`src/rtl/tgf_pkg.sv`:
```
// ----------------------------------------------------------------------------
// tgf_pkg: shared types for the track gap linear fill block
// transaction payloads, divider status and sequencer state encoding
// ----------------------------------------------------------------------------
`default_nettype none

package tgf_pkg;

   localparam int TRACK_W = 6;
   localparam int FIELD_W = 16;
   localparam int GAP_W   = 6;

   typedef struct packed {
      logic [TRACK_W-1:0] track_id;
      logic [FIELD_W-1:0] point_x;
      logic [FIELD_W-1:0] point_y;
      logic               final_frame;
   } req_type;

   typedef struct packed {
      logic [TRACK_W-1:0] out_track;
      logic [FIELD_W-1:0] out_x;
      logic [FIELD_W-1:0] out_y;
      logic               was_filled;
      logic               gap_overflow;
      logic               run_last;
   } rsp_type;

   typedef struct packed {
      logic busy;
      logic done;
   } div_sts_type;

   typedef enum logic [2:0] {
      ST_IDLE,
      ST_RD,
      ST_EVAL,
      ST_HOLD,
      ST_MUL,
      ST_DIV,
      ST_EMIT,
      ST_LAST
   } tgf_state_type;

endpackage

`default_nettype wire

```
`src/rtl/track_gap_linear_fill_top.sv`:
```
// ----------------------------------------------------------------------------
// track_gap_linear_fill_top: per-track missing sample gap filler
// holds back missing samples and fills them by hold, by copy of the next sample or by linear interpolation
// ----------------------------------------------------------------------------
//  channel | direction | handshake           | payload
//  req_    | in        | req_valid/req_ready | req_data (req_type)
//  rsp_    | out       | rsp_valid/rsp_ready | rsp_data (rsp_type)
//
//  a transaction looks up the track in the read and evaluate states; held or
//  copied points go out directly, and interpolated points go through the
//  single shared divider, which serves x then y
//  req_ready is high only while the sequencer is idle
//  reset clears all track state at once through per-track valid flags
//  results stall in the output register while rsp_ready is low
// ----------------------------------------------------------------------------
`default_nettype none

module track_gap_linear_fill_top
   import tgf_pkg::*;
#(
   parameter int NUM_TRACKS = 64,
   parameter int MAX_GAP    = 63,
   parameter int COORD_BITS = 16
) (
   input  wire logic clock,
   input  wire logic reset,
   input  wire logic req_valid,
   output logic      req_ready,
   input  req_type   req_data,
   output logic      rsp_valid,
   input  wire logic rsp_ready,
   output rsp_type   rsp_data
);

   localparam int DEPTH = (NUM_TRACKS < (1 << TRACK_W)) ? NUM_TRACKS : (1 << TRACK_W);
   localparam int AW    = (DEPTH > 1) ? $clog2(DEPTH) : 1;
   localparam int CW    = (COORD_BITS < FIELD_W) ? COORD_BITS : FIELD_W;
   localparam int NW    = CW + GAP_W;
   localparam int EW    = 2 * CW + GAP_W + 1;
   localparam logic [TRACK_W:0] DEPTH_L = (TRACK_W + 1)'(DEPTH);
   localparam logic [GAP_W-1:0] MAX_GAP_L = GAP_W'(MAX_GAP);

   tgf_state_type    state_ff, state_in;

   logic [TRACK_W-1:0] trk_ff, trk_in;
   logic [CW-1:0]      px_ff, px_in;
   logic [CW-1:0]      py_ff, py_in;
   logic               fin_ff, fin_in;
   logic [CW-1:0]      ax_ff, ax_in;
   logic [CW-1:0]      ay_ff, ay_in;
   logic               seen_ff, seen_in;
   logic [GAP_W-1:0]   len_ff, len_in;
   logic [GAP_W-1:0]   i_ff, i_in;
   logic               ovf_ff, ovf_in;
   logic               ysel_ff, ysel_in;
   logic [CW-1:0]      qx_ff, qx_in;
   logic [CW-1:0]      qy_ff, qy_in;
   logic [DEPTH-1:0]   valid_ff, valid_in;
   logic               rsp_valid_ff, rsp_valid_in;
   rsp_type            rsp_data_ff, rsp_data_in;

   logic               ram_wr_en;
   logic [EW-1:0]      ram_wr_data;
   logic               ram_rd_en;
   logic [EW-1:0]      ram_rd_data;
   logic [AW-1:0]      trk_addr;

   logic [EW-1:0]      ent;
   logic [CW-1:0]      e_ax, e_ay;
   logic [GAP_W-1:0]   e_gap, gap_inc;
   logic               e_seen;
   logic               missing, flush, last_i, out_free, in_range;

   logic               div_start;
   div_sts_type        div_sts;
   logic [CW-1:0]      div_quo;
   logic [NW-1:0]      div_num;
   logic [GAP_W:0]     den;
   logic [GAP_W-1:0]   w_a, w_b;
   logic [CW-1:0]      mul_a, mul_b;
   logic               rsp_load;
   rsp_type            rsp_word;

   assign in_range = {1'b0, req_data.track_id} < DEPTH_L;
   assign trk_addr = trk_ff[AW-1:0];
   assign out_free = !rsp_valid_ff || rsp_ready;

   always_comb begin
      ent     = valid_ff[trk_addr] ? ram_rd_data : '0;
      e_ax    = ent[CW-1:0];
      e_ay    = ent[2*CW-1:CW];
      e_gap   = ent[2*CW+GAP_W-1:2*CW];
      e_seen  = ent[EW-1];
      gap_inc = e_gap + GAP_W'(1);
      missing = (px_ff == '0);
      flush   = fin_ff || (gap_inc >= MAX_GAP_L);
      last_i  = (i_ff == (len_ff - GAP_W'(1)));
   end

   // interpolation weights and numerator, rounded half up
   always_comb begin
      w_a     = len_ff - i_ff;
      w_b     = i_ff + GAP_W'(1);
      den     = {1'b0, len_ff} + (GAP_W + 1)'(1);
      mul_a   = ysel_ff ? ay_ff : ax_ff;
      mul_b   = ysel_ff ? py_ff : px_ff;
      div_num = NW'(mul_a) * NW'(w_a) + NW'(mul_b) * NW'(w_b) + NW'(den >> 1);
   end

   // next state
   always_comb begin
      state_in = state_ff;
      case (state_ff)
         ST_IDLE: begin
            if (req_valid && in_range) begin
               state_in = ST_RD;
            end
         end
         ST_RD: begin
            state_in = ST_EVAL;
         end
         ST_EVAL: begin
            if (missing) begin
               state_in = flush ? ST_HOLD : ST_IDLE;
            end else if (e_gap == '0) begin
               state_in = ST_LAST;
            end else begin
               state_in = e_seen ? ST_MUL : ST_EMIT;
            end
         end
         ST_HOLD: begin
            if (out_free && last_i) begin
               state_in = ST_IDLE;
            end
         end
         ST_MUL: begin
            state_in = ST_DIV;
         end
         ST_DIV: begin
            if (div_sts.done) begin
               state_in = ysel_ff ? ST_EMIT : ST_MUL;
            end
         end
         ST_EMIT: begin
            if (out_free) begin
               if (last_i) begin
                  state_in = ST_LAST;
               end else begin
                  state_in = seen_ff ? ST_MUL : ST_EMIT;
               end
            end
         end
         ST_LAST: begin
            if (out_free) begin
               state_in = ST_IDLE;
            end
         end
         default: begin
            state_in = ST_IDLE;
         end
      endcase
   end

   // datapath and outputs
   always_comb begin
      trk_in      = trk_ff;
      px_in       = px_ff;
      py_in       = py_ff;
      fin_in      = fin_ff;
      ax_in       = ax_ff;
      ay_in       = ay_ff;
      seen_in     = seen_ff;
      len_in      = len_ff;
      i_in        = i_ff;
      ovf_in      = ovf_ff;
      ysel_in     = ysel_ff;
      qx_in       = qx_ff;
      qy_in       = qy_ff;
      valid_in    = valid_ff;
      ram_wr_en   = 1'b0;
      ram_wr_data = {e_seen, e_gap, e_ay, e_ax};
      ram_rd_en   = 1'b0;
      div_start   = 1'b0;
      rsp_load    = 1'b0;
      rsp_word    = rsp_data_ff;
      case (state_ff)
         ST_IDLE: begin
            if (req_valid) begin
               trk_in    = req_data.track_id;
               px_in     = req_data.point_x[CW-1:0];
               py_in     = req_data.point_y[CW-1:0];
               fin_in    = req_data.final_frame;
               ram_rd_en = in_range;
            end
         end
         ST_EVAL: begin
            seen_in = e_seen;
            ax_in   = e_seen ? e_ax : '0;
            ay_in   = e_seen ? e_ay : '0;
            i_in    = '0;
            ysel_in = 1'b0;
            ovf_in  = !fin_ff;
            if (missing) begin
               len_in      = gap_inc;
               ram_wr_data = flush ? {e_seen, {GAP_W{1'b0}}, e_ay, e_ax}
                                   : {e_seen, gap_inc, e_ay, e_ax};
            end else begin
               len_in      = e_gap;
               ram_wr_data = {1'b1, {GAP_W{1'b0}}, py_ff, px_ff};
            end
            ram_wr_en          = !fin_ff;
            valid_in[trk_addr] = !fin_ff;
         end
         ST_HOLD: begin
            if (out_free) begin
               rsp_load              = 1'b1;
               rsp_word.out_track    = trk_ff;
               rsp_word.out_x        = FIELD_W'(ax_ff);
               rsp_word.out_y        = FIELD_W'(ay_ff);
               rsp_word.was_filled   = 1'b1;
               rsp_word.gap_overflow = ovf_ff;
               rsp_word.run_last     = last_i;
               i_in                  = i_ff + GAP_W'(1);
            end
         end
         ST_MUL: begin
            div_start = 1'b1;
         end
         ST_DIV: begin
            if (div_sts.done) begin
               if (ysel_ff) begin
                  qy_in   = div_quo;
                  ysel_in = 1'b0;
               end else begin
                  qx_in   = div_quo;
                  ysel_in = 1'b1;
               end
            end
         end
         ST_EMIT: begin
            if (out_free) begin
               rsp_load              = 1'b1;
               rsp_word.out_track    = trk_ff;
               rsp_word.out_x        = FIELD_W'(seen_ff ? qx_ff : px_ff);
               rsp_word.out_y        = FIELD_W'(seen_ff ? qy_ff : py_ff);
               rsp_word.was_filled   = 1'b1;
               rsp_word.gap_overflow = 1'b0;
               rsp_word.run_last     = 1'b0;
               i_in                  = i_ff + GAP_W'(1);
            end
         end
         ST_LAST: begin
            if (out_free) begin
               rsp_load              = 1'b1;
               rsp_word.out_track    = trk_ff;
               rsp_word.out_x        = FIELD_W'(px_ff);
               rsp_word.out_y        = FIELD_W'(py_ff);
               rsp_word.was_filled   = 1'b0;
               rsp_word.gap_overflow = 1'b0;
               rsp_word.run_last     = 1'b1;
            end
         end
         default: begin
            rsp_load = 1'b0;
         end
      endcase
      rsp_data_in  = rsp_load ? rsp_word : rsp_data_ff;
      rsp_valid_in = rsp_load ? 1'b1 : (rsp_ready ? 1'b0 : rsp_valid_ff);
   end

   always_ff @(posedge clock) begin
      if (reset) begin
         state_ff     <= ST_IDLE;
         valid_ff     <= '0;
         rsp_valid_ff <= 1'b0;
         ysel_ff      <= 1'b0;
      end else begin
         state_ff     <= state_in;
         valid_ff     <= valid_in;
         rsp_valid_ff <= rsp_valid_in;
         ysel_ff      <= ysel_in;
      end
   end

   always_ff @(posedge clock) begin
      trk_ff      <= trk_in;
      px_ff       <= px_in;
      py_ff       <= py_in;
      fin_ff      <= fin_in;
      ax_ff       <= ax_in;
      ay_ff       <= ay_in;
      seen_ff     <= seen_in;
      len_ff      <= len_in;
      i_ff        <= i_in;
      ovf_ff      <= ovf_in;
      qx_ff       <= qx_in;
      qy_ff       <= qy_in;
      rsp_data_ff <= rsp_data_in;
   end

   tgf_ram #(
      .WIDTH (EW),
      .DEPTH (DEPTH)
   ) u_track_ram (
      .clock   (clock),
      .wr_en   (ram_wr_en),
      .wr_addr (trk_addr),
      .wr_data (ram_wr_data),
      .rd_en   (ram_rd_en),
      .rd_addr (req_data.track_id[AW-1:0]),
      .rd_data (ram_rd_data)
   );

   tgf_div #(
      .CW (CW)
   ) u_div (
      .clock (clock),
      .reset (reset),
      .start (div_start),
      .num   (div_num),
      .den   (den),
      .sts   (div_sts),
      .quo   (div_quo)
   );

   assign req_ready = (state_ff == ST_IDLE);
   assign rsp_valid = rsp_valid_ff;
   assign rsp_data  = rsp_data_ff;

`ifndef ASSERT_OFF
   a_div_start_idle: assert property (@(posedge clock) disable iff (reset)
      div_start |-> !div_sts.busy)
      else $error("divider started while busy");

   a_div_done_state: assert property (@(posedge clock) disable iff (reset)
      div_sts.done |-> (state_ff == ST_DIV))
      else $error("divider result outside divide state");

   a_point_index: assert property (@(posedge clock) disable iff (reset)
      (state_ff == ST_HOLD || state_ff == ST_EMIT) |-> (i_ff < len_ff))
      else $error("point index beyond gap length");

   a_eval_after_read: assert property (@(posedge clock) disable iff (reset)
      (state_ff == ST_EVAL) |-> ($past(state_ff) == ST_RD))
      else $error("track lookup without read");
`endif

endmodule

`default_nettype wire

```
`src/rtl/tgf_ram.sv`:
```
// ----------------------------------------------------------------------------
// tgf_ram: generic single-port-write, single-port-read RAM
// one write and one registered read per cycle
// ----------------------------------------------------------------------------
`default_nettype none

module tgf_ram #(
   parameter int WIDTH = 39,
   parameter int DEPTH = 64,
   localparam int AW = (DEPTH > 1) ? $clog2(DEPTH) : 1
) (
   input  wire logic             clock,
   input  wire logic             wr_en,
   input  wire logic [AW-1:0]    wr_addr,
   input  wire logic [WIDTH-1:0] wr_data,
   input  wire logic             rd_en,
   input  wire logic [AW-1:0]    rd_addr,
   output logic      [WIDTH-1:0] rd_data
);

   logic [WIDTH-1:0] mem_ff [DEPTH];
   logic [WIDTH-1:0] rd_data_ff;

   always_ff @(posedge clock) begin
      if (wr_en) begin
         mem_ff[wr_addr] <= wr_data;
      end
      if (rd_en) begin
         rd_data_ff <= mem_ff[rd_addr];
      end
   end

   assign rd_data = rd_data_ff;

endmodule

`default_nettype wire

```
`src/rtl/tgf_div.sv`:
```
// ----------------------------------------------------------------------------
// tgf_div: shared radix-2 restoring divider
// one quotient bit per cycle; the quotient is known to fit in CW bits
// ----------------------------------------------------------------------------
`default_nettype none

module tgf_div
   import tgf_pkg::*;
#(
   parameter int CW = 16,
   localparam int NW = CW + GAP_W
) (
   input  wire logic              clock,
   input  wire logic              reset,
   input  wire logic              start,
   input  wire logic [NW-1:0]     num,
   input  wire logic [GAP_W:0]    den,
   output div_sts_type            sts,
   output logic      [CW-1:0]     quo
);

   localparam int CNT_W = $clog2(CW + 1);

   logic             busy_ff, busy_in;
   logic             done_ff, done_in;
   logic [CNT_W-1:0] cnt_ff, cnt_in;
   logic [GAP_W-1:0] rem_ff, rem_in;
   logic [CW-1:0]    qn_ff, qn_in;

   logic [GAP_W:0]   trial;
   logic [GAP_W:0]   diff;
   logic             ge;

   always_comb begin
      trial = {rem_ff, qn_ff[CW-1]};
      ge    = (trial >= den);
      diff  = trial - den;
   end

   always_comb begin
      busy_in = busy_ff;
      cnt_in  = cnt_ff;
      rem_in  = rem_ff;
      qn_in   = qn_ff;
      done_in = busy_ff && (cnt_ff == CNT_W'(1));
      if (start) begin
         busy_in = 1'b1;
         cnt_in  = CNT_W'(CW);
         rem_in  = num[NW-1:CW];
         qn_in   = num[CW-1:0];
      end else if (busy_ff) begin
         cnt_in = cnt_ff - CNT_W'(1);
         rem_in = ge ? diff[GAP_W-1:0] : trial[GAP_W-1:0];
         qn_in  = {qn_ff[CW-2:0], ge};
         if (cnt_ff == CNT_W'(1)) begin
            busy_in = 1'b0;
         end
      end
   end

   always_ff @(posedge clock) begin
      if (reset) begin
         busy_ff <= 1'b0;
         done_ff <= 1'b0;
         cnt_ff  <= '0;
      end else begin
         busy_ff <= busy_in;
         done_ff <= done_in;
         cnt_ff  <= cnt_in;
      end
   end

   always_ff @(posedge clock) begin
      rem_ff <= rem_in;
      qn_ff  <= qn_in;
   end

   assign sts.busy = busy_ff;
   assign sts.done = done_ff;
   assign quo      = qn_ff;

endmodule

`default_nettype wire
```
`config.mk`:
```
export PLATFORM = sky130hd
export DESIGN_NAME = track_gap_linear_fill_top
export DESIGN_NICKNAME = d
export VERILOG_FILES = /design/src/rtl/tgf_pkg.sv /design/src/rtl/track_gap_linear_fill_top.sv /design/src/rtl/tgf_ram.sv /design/src/rtl/tgf_div.sv
export SDC_FILE = /design/constraint.sdc
export NUM_CORES = 2
export LEC_CHECK = 0
export BUFFER_PORTS_ARGS = -buffer_cell sky130_fd_sc_hd__buf_2
export CORE_AREA = 2 2 415 622
export CTS_CLUSTER_DIAMETER = 200
export CTS_CLUSTER_SIZE = 12
export DETAILED_ROUTE_END_ITERATION = 12
export DIE_AREA = 0 0 417 624
export PLACE_DENSITY = 0.65
export SYNTH_ARGS = -nofsm -noshare
export SYNTH_HDL_FRONTEND = slang
export SYNTH_SLANG_ARGS = --single-unit
```
`constraint.sdc`:
```
create_clock -name clock -period 8 [get_ports clock]
set_input_delay 0.4 -clock clock [delete_from_list [all_inputs] [get_ports clock]]
set_output_delay 0.4 -clock clock [all_outputs]
set_load 0.005 [all_outputs]
```
==> results by group <==
Route
  • Post-route ant nets: 0
  • Drt pass-1 iters: 8
  • DR DRC count: 0
  • Overall routed net length: 287 mm
  • Via density: 6.12
  • Vias: 55744
  • WL per Instance: 31.5 um
  • Detailed Route Iter0 Violations: 6267

Timing
  • Fin crit share: 94.8%
  • Final setup fails: 0
  • Min Hold Slack: 0.0779 ns
  • Fin crit period: 7.59 ns
  • Aggregate negative setup slack: 0 ns
  • Hold Vio Cnt, Final: 0
  • Relative slew slack: 8.97%
  • RSZ-0062 raised after global routing: no
  • Final Max Tran Viols: 0
  • Fmax: 132 MHz
  • Final clock skew: 0.0535 ns
  • Worst Tran Pin Value: 1.36 ns

Placed design
  • Number of port buffers: 85
  • Placer congestion estimate: 0.889
  • DP Wirelength: 166 mm

Yosys
  • Xor and xnor area share after synthesis: 0.407%
  • Synth async-reset ratio: 0%
  • Main combinational cell family by area after synthesis: multiplexers
  • EDFF count, synth: 2715
  • Adder and majority gate portion of the synthesized area: 3.64%
  • Simple-gate portion of the synthesized area: 2.46%
  • Syn_area_per_cell: 20.9 um^2
  • Mux cell area share after synthesis: 17.2%
  • Area contributors post-synth: edfxtp_1, mux4_2, fa_1, dfxtp_1, ha_1
  • Yosys top cell by area: edfxtp_1
  • Most common cell in the synthesized netlist: edfxtp_1
  • Most common library cells after synthesis: edfxtp_1, mux4_2, inv_1
  • Synth Area in Compound Gates: 1.72%
  • Syn Std Cell Area: 114000 um^2
  • Total number of yosys warnings: 0
  • Synth unique cells: 64
  • Flops & latches, synth: 2791
  • Primary FF master, synth: edfxtp_1
  • Yosys top cell area share: 71.5%
  • Register area share after synthesis: 72.8%
  • Mapped Nets: 5736
  • Cell count after synthesis: 5455

CTS
  • # clock sinks: 2791
  • Clock Latency Late Sink: 0.84 ns
  • CTS Root Cell: clkbuf_16
  • Post-CTS Setup Bufs: 0
  • TritonCTS Buffers: 274
  • CTS clock-pin slew for the worst setup and hold paths: 0.07 ns
  • CTS tree: yes
  • Max Root-Sink Buffers: 4
  • H-Tree Level Count: 5

Pwr
  • Share of total power in combinational logic: 11.2%
  • Leakage power: 41.2 nW
  • Switch share: 23.3%
  • Pwr dens: 245 nW/um^2
  • NetSw: 7.30 mW
  • Clock share of power: 36.5%
  • Peak VDD IR: 0.196 mV
  • Reg power frac: 52.2%
  • Internal power: 24.0 mW

Cells and area
  • Multi-input gate area: 29900 um^2
  • Ratio of cells with drive above 1 in the final layout: 26.8%
  • Area growth syn-to-layout: 11.9%
  • Number of fillers in the final layout: 19880
  • Final net count: 6018
  • Storage cell area: 83100 um^2

Critical path
  • Crit end category: register
  • Critical Path RT: 8.54 ns
  • Crit path top cell by count: fa_1
  • Arrival time worst endpoint: 8.12 ns
  • Worst Path Class, Setup: register to register
  • Top Family by Delay on Critical Path: adder cells
  • Type of origin of the critical path: register
  • Worst-path maximum fanout: 7
  • Slowest CP cell: fa_1
  • CP bufs+invs: 5
  • Peak per-stage delay on the critical path: 0.54 ns

Global route
  • Largest net degree at the start of global routing: 134
  • Tot GR Track Use: 22.1%
  • Vias in the first global route: 57959
  • Total gr overflow: 0
  • Initial antenna violation count: 4
  • First-pass GRT wire length: 414 mm

Die
  • Die width: 417 um
  • Row count: 227
  • I/O Pins: 86
  • Die span in y: 624 um
  • DIE AREA: 260000 um^2
  • Core ar.: 255000 um^2
  • Initial Utilization: 44.8%

Status
  • Status: finished, final reports clean

Flow run
  • Total of max-cap violations: 0

Min path
  • Hold Path Class: input pin to register
[path summary, 6_finish.rpt]
kind                                        startpoint                        end  slack, ns  cells after the start
worst max-delay path               len_ff[0]$_DFFE_PP_  u_div.rem_ff[2]$_DFFE_PP_       0.41                     25
worst max register to register     len_ff[0]$_DFFE_PP_  u_div.rem_ff[2]$_DFFE_PP_       0.41                     25
worst min-delay path                         req_valid   state_ff[0]$_SDFFE_PP0P_       0.08                      4
worst min register to register  u_div.quo[6]$_DFFE_PP_         qx_ff[6]$_DFFE_PP_       0.48                      0
[registers in the layout, indices dropped and copies added, names as in the netlist, 16 cells and up]
signal,count
u_track_ram.mem_ff,2496
valid_ff,64
rsp_data,41
u_track_ram.rd_data,39
ax_ff,16
ay_ff,16
px_ff,16
py_ff,16
qx_ff,16
qy_ff,16
u_div.quo,16
[per-layer routing]
layer  up-vias  global-route usage (%)  wire (um)
met5         -                       0          0
met4         0                    6.73       8960
met3       479                    2.88      18800
met2      2337                    38.9     151000
met1     30386                    28.5     108000
li1      22542                       -          -
[cell type report]
type,instances,share of cell area [%]
Inverter,233,0.685
Timing Repair Buffer,292,1.80
Multi-Input combinational cell,2145,23.4
Sequential cell,2791,65.1
Antenna cell,1,0.00196
Clock buffer,311,5.63
Tap cell,3320,3.25
Clock inverter,14,0.139
[cells in the final DEF, fill, tap and decap left out, drive strengths merged, types with 21 or more instances in the layout]
cell type / netlist / layout
edfxtp: 2715 / 2715
dlygate4sd3: 0 / 34
or2: 30 / 30
mux2i: 81 / 81
mux4: 823 / 823
xnor2: 32 / 32
clkbuf: 213 / 311
and2: 45 / 45
fa: 156 / 156
nor2b: 24 / 24
a311oi: 49 / 49
dfxtp: 76 / 76
inv: 231 / 239
nor3: 21 / 21
ha: 82 / 82
xor2: 21 / 21
nand2: 191 / 191
o21ai: 70 / 70
a21oi: 120 / 120
nand2b: 31 / 31
nor2: 217 / 217
buf: 73 / 258
mux2: 24 / 24
[worst register-to-register path: cells and delay by family, from the launching register on]
| family | cells | cell delay, ns |
|---|---|---|
| AOI/OAI and AO/OA | 10 | 2.53 |
| adders and majority gates | 8 | 3.44 |
| buffers and inverters | 5 | 0.38 |
| and+or+nand+nor | 1 | 0.18 |
| DFF | 1 | 0.49 |
| xor gates and xnor gates | 1 | 0.30 |
[metrics by stage]
| stage | utilization (%) | power (mW) | cell area [um^2] | std cells | setup slack (ns) |
|---|---|---|---|---|---|
| after floorplan | - | 19.1 | 114000 | 5455 | 1.07 |
| after global placement | 47.1 | 20.1 | 120000 | 8745 | 0.360 |
| after detailed placement | 47.1 | 20.1 | 120000 | 8745 | 0.366 |
| after CTS | 50.1 | 31.5 | 128000 | 9104 | 0.322 |
| after global routing | 50.1 | 32.3 | 128000 | 9107 | 0.163 |
| final | 50.1 | 31.3 | 128000 | 9107 | 0.414 |
[what timing repair did]
item                                    in CTS  in global routing
endpoints found under the hold margin       34                  0
endpoints found under the setup margin       0                  1
resized for setup                            0                  1
hold buffers                                34                  0
[power groups by stage]
stage	sequential (mW)	combinational (mW)	clock, mW
CTS	16.3	3.53	11.6
detailed placement	16.6	3.50	0
global placement	16.6	3.44	0
finish	16.3	3.51	11.4
global route	16.3	3.88	12.1
floorplan	16.6	2.47	0
[cell families after synthesis]
| group | count (synthesis) |
|---|---|
| xor+xnor | 53 |
| flops | 2791 |
| fa+ha+maj | 238 |
| compound gates | 312 |
| mux | 928 |
| simple gates | 614 |
| buf+inv | 519 |
Note: power is estimated with default switching activity, not from simulation.
